### config.mk
export PLATFORM = sky130hd
export DESIGN_NAME = glob_wildcard_matcher
export DESIGN_NICKNAME = d
export VERILOG_FILES = /design/src/rtl/gwm_pkg.sv /design/src/rtl/gwm_cell.sv /design/src/rtl/glob_wildcard_matcher.sv
export SDC_FILE = /design/constraint.sdc
export NUM_CORES = 2
export LEC_CHECK = 0
export BUFFER_PORTS_ARGS = -buffer_cell sky130_fd_sc_hd__buf_2
export CORE_UTILIZATION = 63
export DETAILED_ROUTE_END_ITERATION = 16
export PLACE_DENSITY = 0.8
export SYNTH_ARGS = -nofsm -noshare
export SYNTH_HDL_FRONTEND = slang
export SYNTH_SLANG_ARGS = --single-unit
### constraint.sdc
create_clock -name clock -period 4.8 [get_ports clock]
set_clock_uncertainty 0.2 [all_clocks]
set_input_delay 0.48 -clock clock [delete_from_list [all_inputs] [get_ports clock]]
set_output_delay 0.48 -clock clock [all_outputs]
set_load 0.02 [all_outputs]
### src/rtl/gwm_pkg.sv
// ----------------------------------------------------------------------------
// gwm_pkg
// Shared types, codes and helpers of the glob wildcard matcher.
// ----------------------------------------------------------------------------
`default_nettype none

package gwm_pkg;

   localparam int GWM_PATTERN_MAX = 64;

   localparam logic [7:0] STAR_CODE  = 8'h2A;
   localparam logic [7:0] QMARK_CODE = 8'h3F;

   localparam logic OP_PATTERN = 1'b0;
   localparam logic OP_SUBJECT = 1'b1;

   localparam logic [2:0] CSR_CASE_FOLD_ADDR = 3'd0;
   localparam logic       CASE_FOLD_RESET    = 1'b1;

   // handed from one cell to the next
   typedef struct packed {
      logic en;       // sender position lies inside the stored pattern
      logic m;        // sender matched the character and moves on
      logic skip;     // sender is an active star, receiver active by closure
      logic st_head;  // receiver is position zero of the start set
      logic st_skip;  // start set reaches receiver across a leading star
   } gwm_link_type;

   // common to all cells
   typedef struct packed {
      logic [7:0] wr_char;
      logic [7:0] sub_char;   // already folded
      logic       case_fold;
      logic       start;      // active set is the start set
      logic       upd;        // take the advanced set
      logic       has_char;
   } gwm_bcast_type;

   function automatic logic [7:0] fold_char(input logic [7:0] c, input logic cf);
      logic [7:0] r;
      r = c;
      if (cf && (c inside {[8'h41:8'h5A]})) begin
         r = c + 8'h20;
      end
      return r;
   endfunction

endpackage

`default_nettype wire

### src/rtl/gwm_cell.sv
// ----------------------------------------------------------------------------
// gwm_cell
// One pattern position: holds its pattern byte and active bit, and advances
// the active bit from its own byte and its left neighbor.
// ----------------------------------------------------------------------------
`default_nettype none

module gwm_cell (
   input  wire                   clock,
   input  wire                   reset,
   input  gwm_pkg::gwm_bcast_type bcast,
   input  gwm_pkg::gwm_link_type  link_in,
   output gwm_pkg::gwm_link_type  link_out,
   input  wire                   en,
   input  wire                   wr_sel,
   output logic                  hit
);
   import gwm_pkg::*;

   logic [7:0] char_ff;
   logic       active_ff;
   logic       active_in;

   logic is_star;
   logic is_qmark;
   logic lit_hit;
   logic st_val;
   logic act_eff;
   logic pre;
   logic nxt;

   always_comb begin
      is_star  = (char_ff == STAR_CODE);
      is_qmark = (char_ff == QMARK_CODE);
      lit_hit  = (fold_char(char_ff, bcast.case_fold) == bcast.sub_char);
      st_val   = link_in.st_head | link_in.st_skip;
      act_eff  = bcast.start ? st_val : active_ff;
      // a star keeps its own bit, anything else moves right on a match
      pre      = (act_eff & en & is_star) | link_in.m;
      nxt      = pre | link_in.skip;

      link_out.en      = en;
      link_out.m       = act_eff & en & ~is_star & (is_qmark | lit_hit);
      link_out.skip    = pre & en & is_star;
      link_out.st_head = 1'b0;
      link_out.st_skip = link_in.st_head & en & is_star;

      // this position is the pattern end when the left one is inside and it is not
      hit = (bcast.has_char ? nxt : act_eff) & link_in.en & ~en;

      active_in = bcast.upd ? nxt : active_ff;
   end

   always_ff @(posedge clock) begin
      if (wr_sel) begin
         char_ff <= bcast.wr_char;
      end
   end

   always_ff @(posedge clock) begin
      if (reset) begin
         active_ff <= 1'b0;
      end else begin
         active_ff <= active_in;
      end
   end

endmodule

`default_nettype wire

### src/rtl/glob_wildcard_matcher.sv
// ----------------------------------------------------------------------------
// glob_wildcard_matcher
// Matches subject strings against a stored glob pattern ('*' and '?').
// ----------------------------------------------------------------------------
// Usage:
//  req channel: tuser selects the kind (0 pattern character, 1 subject
//  character), tdata carries the byte and a has-character flag, tlast marks
//  the final item of a pattern or of a subject. A pattern is loaded once and
//  kept; any number of subjects may follow it.
//  rsp channel: one response per subject, carrying matched and the pattern
//  overflow flag, valid in the cycle after the subject's last item is accepted.
//  Throughput is one item per cycle while req_tready is high: a row of
//  PATTERN_MAX cells updates all active pattern positions in the cycle of the
//  item, and the pattern byte of a position lives in its cell. Runs of stars
//  are stored as one star so the closure over stars reaches only one neighbor.
//  csr port: register 0 (byte address 0) is case_fold, reset 1.
//  Reset clears the stored length and the overflow flag and selects the start
//  set; the first pattern item after a finished pattern starts a new one.
//  When the receiver stalls, the finished result waits in the output register
//  and req_tready stays high unless that register is full and not taken.
// ----------------------------------------------------------------------------
`default_nettype none

module glob_wildcard_matcher #(
   parameter int PATTERN_MAX = gwm_pkg::GWM_PATTERN_MAX
) (
   input  wire         clock,
   input  wire         reset,
   // req_tdata: [7:0] char_code, [8] has_char, [15:9] zero
   input  wire         req_tvalid,
   output logic        req_tready,
   input  wire  [15:0] req_tdata,
   // req_tuser: [0] op
   input  wire         req_tuser,
   input  wire         req_tlast,
   // rsp_tdata: [0] matched, [1] pattern_overflow, [7:2] zero
   output logic        rsp_tvalid,
   input  wire         rsp_tready,
   output logic [7:0]  rsp_tdata,
   input  wire         csr_psel,
   input  wire         csr_penable,
   input  wire         csr_pwrite,
   input  wire  [2:0]  csr_paddr,
   input  wire  [31:0] csr_pwdata,
   output logic [31:0] csr_prdata,
   output logic        csr_pready
);
   import gwm_pkg::*;

   localparam int LW = $clog2(PATTERN_MAX + 1);

   logic [LW-1:0] len_ff, len_in;
   logic [LW-1:0] raw_ff, raw_in;
   logic          star_ff, star_in;
   logic          done_ff, done_in;
   logic          ovf_ff, ovf_in;
   logic          start_ff, start_in;
   logic          case_fold_ff, case_fold_in;
   logic          end_act_ff, end_act_in;
   logic          rsp_valid_ff, rsp_valid_in;
   logic [1:0]    rsp_data_ff, rsp_data_in;

   logic [7:0]    char_code;
   logic          has_char;
   logic          req_acc;
   logic          is_pat;
   logic          is_star;
   logic [LW-1:0] len_base;
   logic [LW-1:0] raw_base;
   logic          star_base;
   logic          wr_en;
   logic          upd;
   logic          result;
   logic          csr_wr;

   gwm_bcast_type           bcast;
   gwm_link_type            link [0:PATTERN_MAX];
   logic [PATTERN_MAX-1:0]  en_vec;
   logic [PATTERN_MAX-1:0]  wr_sel;
   logic [PATTERN_MAX:0]    hit_vec;

   logic end_st;
   logic end_eff;
   logic end_nxt;

   assign char_code  = req_tdata[7:0];
   assign has_char   = req_tdata[8];
   assign req_tready = ~rsp_valid_ff | rsp_tready;
   assign req_acc    = req_tvalid & req_tready;
   assign is_pat     = (req_tuser == OP_PATTERN);
   assign is_star    = (char_code == STAR_CODE);

   assign csr_pready = 1'b1;
   assign csr_wr     = csr_psel & csr_penable & csr_pwrite & (csr_paddr == CSR_CASE_FOLD_ADDR);
   always_comb begin
      csr_prdata = '0;
      if (csr_paddr == CSR_CASE_FOLD_ADDR) begin
         csr_prdata = {31'd0, case_fold_ff};
      end
   end
   assign case_fold_in = csr_wr ? csr_pwdata[0] : case_fold_ff;

   // a new pattern starts from empty once the previous one is finished
   assign len_base  = done_ff ? '0 : len_ff;
   assign raw_base  = done_ff ? '0 : raw_ff;
   assign star_base = done_ff ? 1'b0 : star_ff;

   always_comb begin
      len_in   = len_ff;
      raw_in   = raw_ff;
      star_in  = star_ff;
      done_in  = done_ff;
      ovf_in   = ovf_ff;
      start_in = start_ff;
      wr_en    = 1'b0;
      upd      = 1'b0;
      result   = 1'b0;
      if (req_acc) begin
         if (is_pat) begin
            len_in   = len_base;
            raw_in   = raw_base;
            star_in  = star_base;
            ovf_in   = done_ff ? 1'b0 : ovf_ff;
            done_in  = req_tlast;
            start_in = 1'b1;
            if (has_char) begin
               if (raw_base < LW'(PATTERN_MAX)) begin
                  raw_in = LW'(raw_base + 1'b1);
                  // a star right after a stored star adds nothing
                  if (!(is_star && star_base)) begin
                     wr_en   = 1'b1;
                     len_in  = LW'(len_base + 1'b1);
                     star_in = is_star;
                  end
               end else begin
                  ovf_in = 1'b1;
               end
            end
         end else begin
            done_in = 1'b1;
            if (req_tlast) begin
               result   = 1'b1;
               start_in = 1'b1;
            end else if (has_char) begin
               upd      = 1'b1;
               start_in = 1'b0;
            end
         end
      end
   end

   always_comb begin
      bcast.wr_char   = char_code;
      bcast.sub_char  = fold_char(char_code, case_fold_ff);
      bcast.case_fold = case_fold_ff;
      bcast.start     = start_ff;
      bcast.upd       = upd;
      bcast.has_char  = has_char;
   end

   assign link[0] = '{en: 1'b1, m: 1'b0, skip: 1'b0, st_head: 1'b1, st_skip: 1'b0};

   for (genvar i = 0; i < PATTERN_MAX; i++) begin : g_cell
      assign en_vec[i] = (LW'(i) < len_ff);
      assign wr_sel[i] = wr_en & (len_base == LW'(i));

      gwm_cell u_cell (
         .clock    (clock),
         .reset    (reset),
         .bcast    (bcast),
         .link_in  (link[i]),
         .link_out (link[i+1]),
         .en       (en_vec[i]),
         .wr_sel   (wr_sel[i]),
         .hit      (hit_vec[i])
      );
   end

   // the position after the last cell holds no character
   always_comb begin
      end_st  = link[PATTERN_MAX].st_head | link[PATTERN_MAX].st_skip;
      end_eff = start_ff ? end_st : end_act_ff;
      end_nxt = link[PATTERN_MAX].m | link[PATTERN_MAX].skip;
      end_act_in = upd ? end_nxt : end_act_ff;
   end

   assign hit_vec[PATTERN_MAX] = (has_char ? end_nxt : end_eff) & link[PATTERN_MAX].en;

   assign rsp_valid_in = result | (rsp_valid_ff & ~rsp_tready);
   assign rsp_data_in  = result ? {ovf_ff, |hit_vec} : rsp_data_ff;

   assign rsp_tvalid = rsp_valid_ff;
   assign rsp_tdata  = {6'd0, rsp_data_ff};

   always_ff @(posedge clock) begin
      rsp_data_ff <= rsp_data_in;
   end

   always_ff @(posedge clock) begin
      if (reset) begin
         len_ff       <= '0;
         raw_ff       <= '0;
         star_ff      <= 1'b0;
         done_ff      <= 1'b1;
         ovf_ff       <= 1'b0;
         start_ff     <= 1'b1;
         case_fold_ff <= CASE_FOLD_RESET;
         end_act_ff   <= 1'b0;
         rsp_valid_ff <= 1'b0;
      end else begin
         len_ff       <= len_in;
         raw_ff       <= raw_in;
         star_ff      <= star_in;
         done_ff      <= done_in;
         ovf_ff       <= ovf_in;
         start_ff     <= start_in;
         case_fold_ff <= case_fold_in;
         end_act_ff   <= end_act_in;
         rsp_valid_ff <= rsp_valid_in;
      end
   end

endmodule

`default_nettype wire

# After elaboration in Yosys (flattened, before gate mapping)
# Cells that the tools add are included.
# W data, S select, Z words.
[word_totals] reg_bits=599 inputBits=60 out_inout_bits=43 elab_cells=1925
[op_classes] addsub=67 order_cmp=195 eq_ne=257 muxes=226 bitwise=906 reduce_logical=136
[ops] cell="$eq A8 B6 Y1 const B" count=129
[ops] cell="$and A1 B1 Y1" count=582
[ops] cell="$add A8 B6 Y8 const B" count=65
[ops] cell="$ge A8 B7 Y1 const B" count=65
[ops] cell="$le A8 B7 Y1 const B" count=65
[ops] cell="$mux W8" count=65
[ops] cell="$eq A8 B8 Y1" count=64
[ops] cell="$eq A7 B6 Y1 const B" count=32
[ops] cell="$lt A6 B7 Y1 const A" count=32
[ops] cell="$or A1 B1 Y1" count=193
[ops] cell="$mux W1" count=154
[ops] cell="$logic_and A1 B1 Y1" count=131
[ops] cell="$not A1 Y1" count=131
[ops] cell="$eq A7 B5 Y1 const B" count=16
[ops] cell="$lt A5 B7 Y1 const A" count=16
[ops] cell="$reduce_or A65 Y1" count=1
[ops] cell="$eq A7 B4 Y1 const B" count=8
[ops] cell="$lt A4 B7 Y1 const A" count=8
[ops] cell="$mux W7" count=7
[ops] cell="$eq A7 B3 Y1 const B" count=4
[ops] cell="$lt A3 B7 Y1 const A" count=4
[ops] cell="$add A7 B1 Y7 const B" count=2
[ops] cell="$eq A7 B2 Y1 const B" count=2
[ops] cell="$lt A1 B7 Y1 const A" count=2
[ops] cell="7 further kinds" count=9

# Longest topological paths before layout
[logic_depth] word_depth=15 depth_mapped=18 depth_no_buf=13

# Cells and area by module
# Synthesis repeated with hierarchy kept, for this count alone.
[hier_totals] hier_cells=4087 area_unflattened_um2=40631.5
[by_module_without_submodules] mod="gwm_cell" instances=64 cells_per_inst=57 area_each_um2=590.6 seq_area_each_um2=260.2
[by_module_without_submodules] mod="glob_wildcard_matcher" instances=1 cells_per_inst=439 area_each_um2=2835.2 seq_area_each_um2=480.5

# Worst setup path after synthesis
# No wires, ideal clock.
[synth_path] kind="input-to-reg" start="input port req_tdata[8]" end="register g_cell[20].u_cell.char_ff[0] (enable)" setup_time_ns=0.370 arrival_time_ns=3.481 required_time_ns=4.230 slack_ns=0.748 cell_stages=13 n_path_buf=7 cell_sequence="buf_4 clkbuf_1 clkbuf_1 clkbuf_1 clkbuf_1 nand2_1 nor2_1 nand2_1 a31oi_1 clkbuf_1 clkbuf_1 nand3_1 nor2_1"
[synth_between] elab_chain_len=4
[synth_rtl] item="start, declared" line="glob_wildcard_matcher.sv:32" source="input wire [15:0] req_tdata,"
[synth_rtl] item="$mux W1" line="glob_wildcard_matcher.sv:126" source="if (has_char) begin"
[synth_rtl] item="$mux W1" line="glob_wildcard_matcher.sv:119" source="if (is_pat) begin"
[synth_rtl] item="$mux W1" line="glob_wildcard_matcher.sv:118" source="if (req_acc) begin"
[synth_rtl] item="$and A1 B1 Y1" line="glob_wildcard_matcher.sv:165" source="assign wr_sel[i] = wr_en & (len_base == LW'(i));"
[synth_rtl] item="via g_cell[20].u_cell.wr_sel" line="gwm_cell.sv:15" source="input wire wr_sel,"
[synth_rtl] item="end signal, assigned" line="gwm_cell.sv:56" source="char_ff <= bcast.wr_char;"
[synth_rtl] item="end, declared" line="gwm_cell.sv:20" source="logic [7:0] char_ff;"
# The timed path passes the listed nets, and every way through them passes these cells.
# A chain may end at the register's enable or synchronous reset.

# Worst setup path in the final report
[layout_path] start="input port req_tdata[0]" end="register rsp_data_ff[0], data pin"
[layout_between] elab_chain_len=15 elab_cells_between_ends=643 classes_between="1 x add/sub; 2 x order compare; 64 x eq/ne; 65 x mux; 508 x bitwise; 3 x reduce/logical"
[layout_rtl] item="$ge A8 B7 Y1 or $le A8 B7 Y1 (tied branches)" line="gwm_pkg.sv:42" source="if (cf && (c inside {[8'h41:8'h5A]})) begin"
[layout_rtl] item="$logic_and A1 B1 Y1 (2 in series)" line="gwm_pkg.sv:42"
[layout_rtl] item="$mux W8 (*)" line="gwm_pkg.sv:42"
[layout_rtl] item="$eq A8 B8 Y1" line="gwm_cell.sv:35" source="lit_hit = (fold_char(char_ff, bcast.case_fold) == bcast.sub_char);"
[layout_rtl] item="$or A1 B1 Y1" line="gwm_cell.sv:43" source="link_out.m = act_eff & en & ~is_star & (is_qmark | lit_hit);"
[layout_rtl] item="$and A1 B1 Y1" line="gwm_cell.sv:43"
[layout_rtl] item="$or A1 B1 Y1" line="gwm_cell.sv:39" source="pre = (act_eff & en & is_star) | link_in.m;"
[layout_rtl] item="$and A1 B1 Y1 (2 in series)" line="gwm_cell.sv:44" source="link_out.skip = pre & en & is_star;"
[layout_rtl] item="$or A1 B1 Y1" line="gwm_cell.sv:40" source="nxt = pre | link_in.skip;"
[layout_rtl] item="$mux W1" line="gwm_cell.sv:49" source="hit = (bcast.has_char ? nxt : act_eff) & link_in.en & ~en;"
[layout_rtl] item="$and A1 B1 Y1 (2 in series)" line="gwm_cell.sv:49"
[layout_rtl] item="$reduce_or A65 Y1 (*)" line="glob_wildcard_matcher.sv:190" source="assign rsp_data_in = result ? {ovf_ff, |hit_vec} : rsp_data_ff;"
[layout_rtl] item="end signal, assigned" line="glob_wildcard_matcher.sv:196" source="rsp_data_ff <= rsp_data_in;"
[layout_rtl] item="end, declared" line="glob_wildcard_matcher.sv:61" source="logic [1:0] rsp_data_ff, rsp_data_in;"
# Mark *: on every way between the ends. The rest lies on a longest branch, timed or not.

==> PnR_summary.wiki <==
{| class="wikitable"
! Metric !! Value
|-
| Result of the run || finished clean
|-
| Final number of setup-violating endpoints || 0
|-
| Sequence of cells on the critical path || dlygate4sd3_1 -> buf_6 -> nor3_2 -> a21oi_1 -> a31oi_4 -> buf_12 -> o21ai_0 -> nor4b_1 -> a31oi_1 -> o31a_1 -> o22ai_1 -> a2111oi_0 -> or4b_1 -> or4_1 -> nand4b_1
|-
| Source of the worst hold timing path || csr_pwdata[0]
|-
| Endpoints failing hold || 0
|-
| Setup TNS after final layout || 0 ps
|-
| Total vias in the final route || 32070
|-
| Placeable core region || between 50000 and 60000 um2
|-
| Filler instances || roughly 4300
|-
| Clock slew at the register clock pins of the worst setup and hold paths || approximately 60 ps
|-
| Count of distinct cell types in the synthesized netlist || 96
|-
| Most used DFF post-synth || sky130_fd_sc_hd__edfxtp_1
|-
| Clock tree from TritonCTS || yes
|-
| CP max FO || 19
|-
| Number of remaining DRC errors || 0
|-
| Max-Slew Margin vs Limit || 28.55%
|-
| Smallest setup slack after layout || 106.2 ps
|-
| Number of input and output port buffers inserted || 26
|-
| Top Ports || about 100
|-
| Core Rows || 88
|-
| Die Area || approximately 60000 um2
|-
| Number of global-route vias before repair || ~30000
|-
| Setup CP Type || in2reg
|-
| Sequential element share of the synthesized area || 46.11%
|-
| RD Place Congestion || about 1.1
|-
| Library cell contributing the largest single delay on the critical path || sky130_fd_sc_hd__dlygate4sd3_1
|-
| Total iterations of the first detailed-routing run || 6
|-
| Initial antenna violation count || 1
|-
| Number of buffer and inverter instances along the worst setup path || 3
|-
| Placed wire-length estimate || slightly below 90000 um
|-
| Final slew viol count || 0
|-
| Top-count cell post-synth || sky130_fd_sc_hd__edfxtp_1
|-
| Highest attainable clock frequency || 213.0 MHz
|-
| Cell types with the highest counts after synthesis || sky130_fd_sc_hd__edfxtp_1 (514), sky130_fd_sc_hd__nor2_1 (438), sky130_fd_sc_hd__xnor2_1 (303)
|-
| Worst setup startpoint || req_tdata[0]
|-
| Detail Route Antenna Nets || 0
|-
| Post-CTS Resized || 0
|-
| Nature of the critical path startpoint || primary input
|-
| Area share of the largest cell type after synthesis || between 40% and 50%
|-
| Share of final-layout standard cells stronger than drive strength 1 || under 10%
|-
| GRT Overall Usage || ~41%
|-
| Most area-consuming cells after synthesis || sky130_fd_sc_hd__edfxtp_1 (42%), sky130_fd_sc_hd__xnor2_1 (7.1%), sky130_fd_sc_hd__dfxtp_1 (4.6%), sky130_fd_sc_hd__xor2_1 (4.6%), sky130_fd_sc_hd__nor2_1 (4.4%)
|-
| Total clock buffers created by CTS || between 60 and 70
|-
| Unrepaired setup endpoints after global routing || false
|-
| Number of nets in the layout || 4040
|-
| Data required time of the critical path || ~5000 ps
|-
| Wire length of the first global-routing pass || roughly 180000 um
|-
| Worst Hold Slack || between 70 and 80 ps
|-
| CP Data Arrival Time || ~4900 ps
|-
| Wire length per cell after detailed routing || 25.92 um
|-
| Buffer depth of the longest clock path || 3
|-
| Clock network latency to the later pin of the worst-skew pair || 650 ps
|-
| DIE WIDTH || around 240 um
|-
| Worst hold path class || in2reg
|-
| Mean Syn Cell Area || just under 10 um2
|-
| Pin count of the biggest net entering global routing || 70
|-
| Total congestion overflow || 0
|-
| Clock H-tree levels || 2
|-
| Largest area contributor in the synthesized netlist || sky130_fd_sc_hd__edfxtp_1
|-
| Setup fix buffers added after clock tree synthesis || 0
|-
| Post-DR vias/cell || between 6 and 7
|-
| Storage element area || ~17000 um2
|-
| Detailed Route Iter0 Violations || ~3600
|-
| Fraction of registers with async set/reset || 0%
|-
| Minimum setup slack after placement || ~140 ps
|-
| Starting density of the core || between 60 and 70%
|-
| Area of the multi-input gates || between 15000 and 20000 um2
|-
| Cell at the root of the clock tree || sky130_fd_sc_hd__clkbuf_16
|-
| Clock Sinks || between 500 and 600
|-
| Area overhead of the layout relative to synthesis || 11.17%
|-
| Delay-heaviest family, CP || simple AND/OR/NAND/NOR gates
|-
| Leakage power total || 0.01353 uW
|-
| Max VDD drop || ~360 uV
|-
| Total number of yosys warnings || 0
|-
| Number of maximum-capacitance violations || 0
|-
| CP peak stage delay || 560 ps
|-
| Overall power || roughly 11000 uW
|-
| Power density over cell area || about 280 nW/um2
|-
| Syn Inst Count || about 3800
|-
| Core Util, Final || 71.20%
|-
| Post-route minimum period || 4694 ps
|-
| Count of flip-flops with a built-in enable after synthesis || between 500 and 600
|-
| Startpoint of the most critical register-to-register path || len_ff[5]
|-
| Routed Wire Length || between 100000 and 150000 um
|-
| Category of the worst setup path capture point || flop
|-
| Period utilization || 97.79%
|-
| Synthesis-stage register bit count || approximately 600
|-
| Chip Height || 244.9 um
|-
| Mapped cell area || 37160 um2
|-
| Least-Margin Pin Slew || ~1100 ps
|}
[final cells by class]
| type | count | share of cell area [%] |
|---|---|---|
| Sequential cell | 599 | 41.49 |
| Tap cell | 765 | 2.317 |
| Timing Repair Buffer | 218 | 4.709 |
| Inverter | 103 | 0.9358 |
| Clock inverter | 34 | 0.9934 |
| Clock buffer | 80 | 4.167 |
| Antenna cell | 2 | 0.01211 |
| Multi-Input combinational cell | 2927 | 45.37 |
[timing repair]
action                     4_1_cts  5_1_grt
setup endpoints to repair        0        0
hold buffers                     9        0
hold endpoints to repair         9        0
[routing by layer]
metal	track usage (%)	wire [um]
met5	0	15
met3	7.927	12450
met4	19.43	6412
met1	53.90	48510
met2	64.21	55170
[cells by family after synthesis]
logic type,Yosys count,synth area share (%)
simple gates,1529,20.76
buf+inv,295,3.895
fa+ha+maj,70,2.357
xor+xnor,497,11.71
mux,12,0.3300
flops,599,46.11
compound gates,781,14.82
other cells,2,0.02021
[stage by stage]
| step | area (um2) | instances |
|---|---|---|
| after floorplan | 37300 | 3821 |
| after CTS | 41310 | 4726 |
| after global placement | 39090 | 4603 |
| after global routing | 41310 | 4726 |
| after detailed placement | 39090 | 4603 |
| final | 41310 | 4728 |
[state kept, by name, indices dropped and copies added (netlist names)]
name and count:
g_cell.u_cell.char_ff 512, g_cell.u_cell.active_ff 64, len_ff 7, raw_ff 7, rsp_data_ff 2, case_fold_ff 1, done_ff 1, end_act_ff 1
ovf_ff 1, rsp_tvalid 1, star_ff 1, start_ff 1
[path summary, 6_finish.rpt]
path | depth (start not counted) | slack (ps) | endpoint
hold reg to reg | 2 | 250 | g_cell[18].u_cell.active_ff
hold / removal | 3 | 70 | case_fold_ff
setup / recovery | 15 | 110 | rsp_data_ff[0]
setup reg to reg | 14 | 140 | rsp_data_ff[0]
[placed cells by master, fill, tap and decap left out, types with 20 or more instances in the layout]
| master | n |
|---|---|
| sky130_fd_sc_hd__a211oi_1 | 43 |
| sky130_fd_sc_hd__a21o_1 | 42 |
| sky130_fd_sc_hd__a21oi_1 | 146 |
| sky130_fd_sc_hd__a31oi_1 | 70 |
| sky130_fd_sc_hd__a41oi_1 | 36 |
| sky130_fd_sc_hd__buf_12 | 25 |
| sky130_fd_sc_hd__buf_4 | 161 |
| sky130_fd_sc_hd__clkbuf_16 | 64 |
| sky130_fd_sc_hd__conb_1 | 38 |
| sky130_fd_sc_hd__dfxtp_1 | 83 |
| sky130_fd_sc_hd__edfxtp_1 | 514 |
| sky130_fd_sc_hd__ha_1 | 70 |
| sky130_fd_sc_hd__inv_1 | 100 |
| sky130_fd_sc_hd__nand2_1 | 212 |
| sky130_fd_sc_hd__nand2b_1 | 27 |
| sky130_fd_sc_hd__nand3_1 | 166 |
| sky130_fd_sc_hd__nand4_1 | 127 |
| sky130_fd_sc_hd__nor2_1 | 437 |
| sky130_fd_sc_hd__nor2b_1 | 65 |
| sky130_fd_sc_hd__nor3_1 | 174 |
| sky130_fd_sc_hd__nor4_1 | 69 |
| sky130_fd_sc_hd__o2111ai_1 | 25 |
| sky130_fd_sc_hd__o211ai_1 | 26 |
| sky130_fd_sc_hd__o21ai_0 | 111 |
| sky130_fd_sc_hd__o31a_1 | 29 |
| sky130_fd_sc_hd__o31ai_1 | 46 |
| sky130_fd_sc_hd__o32ai_1 | 20 |
| sky130_fd_sc_hd__o41ai_1 | 32 |
| sky130_fd_sc_hd__or2_2 | 38 |
| sky130_fd_sc_hd__or3_1 | 80 |
| sky130_fd_sc_hd__or4_1 | 40 |
| sky130_fd_sc_hd__xnor2_1 | 303 |
| sky130_fd_sc_hd__xor2_1 | 194 |
[worst register-to-register path, cell delays in order (launching register included)]
cell                        delay, ps
sky130_fd_sc_hd__dfxtp_1          690
sky130_fd_sc_hd__buf_4            260
sky130_fd_sc_hd__nand4bb_1        170
sky130_fd_sc_hd__buf_4            200
sky130_fd_sc_hd__nor2_1           180
sky130_fd_sc_hd__nor2_1            80
sky130_fd_sc_hd__nand2_1          120
sky130_fd_sc_hd__o32ai_1          120
sky130_fd_sc_hd__a31oi_1          440
sky130_fd_sc_hd__o31a_1           220
sky130_fd_sc_hd__o22ai_1           90
sky130_fd_sc_hd__a2111oi_0        360
sky130_fd_sc_hd__or4b_1           560
sky130_fd_sc_hd__or4_1            540
sky130_fd_sc_hd__nand4b_1         170
[power breakdown]
part | leakage (uW) | switching (uW) | internal (uW)
clock network | 0.00104 | 2030 | 3000
registers | 0.00531 | 18.6 | 5660
logic | 0.00718 | 514 | 267
Power figures use the tool's default switching activity.
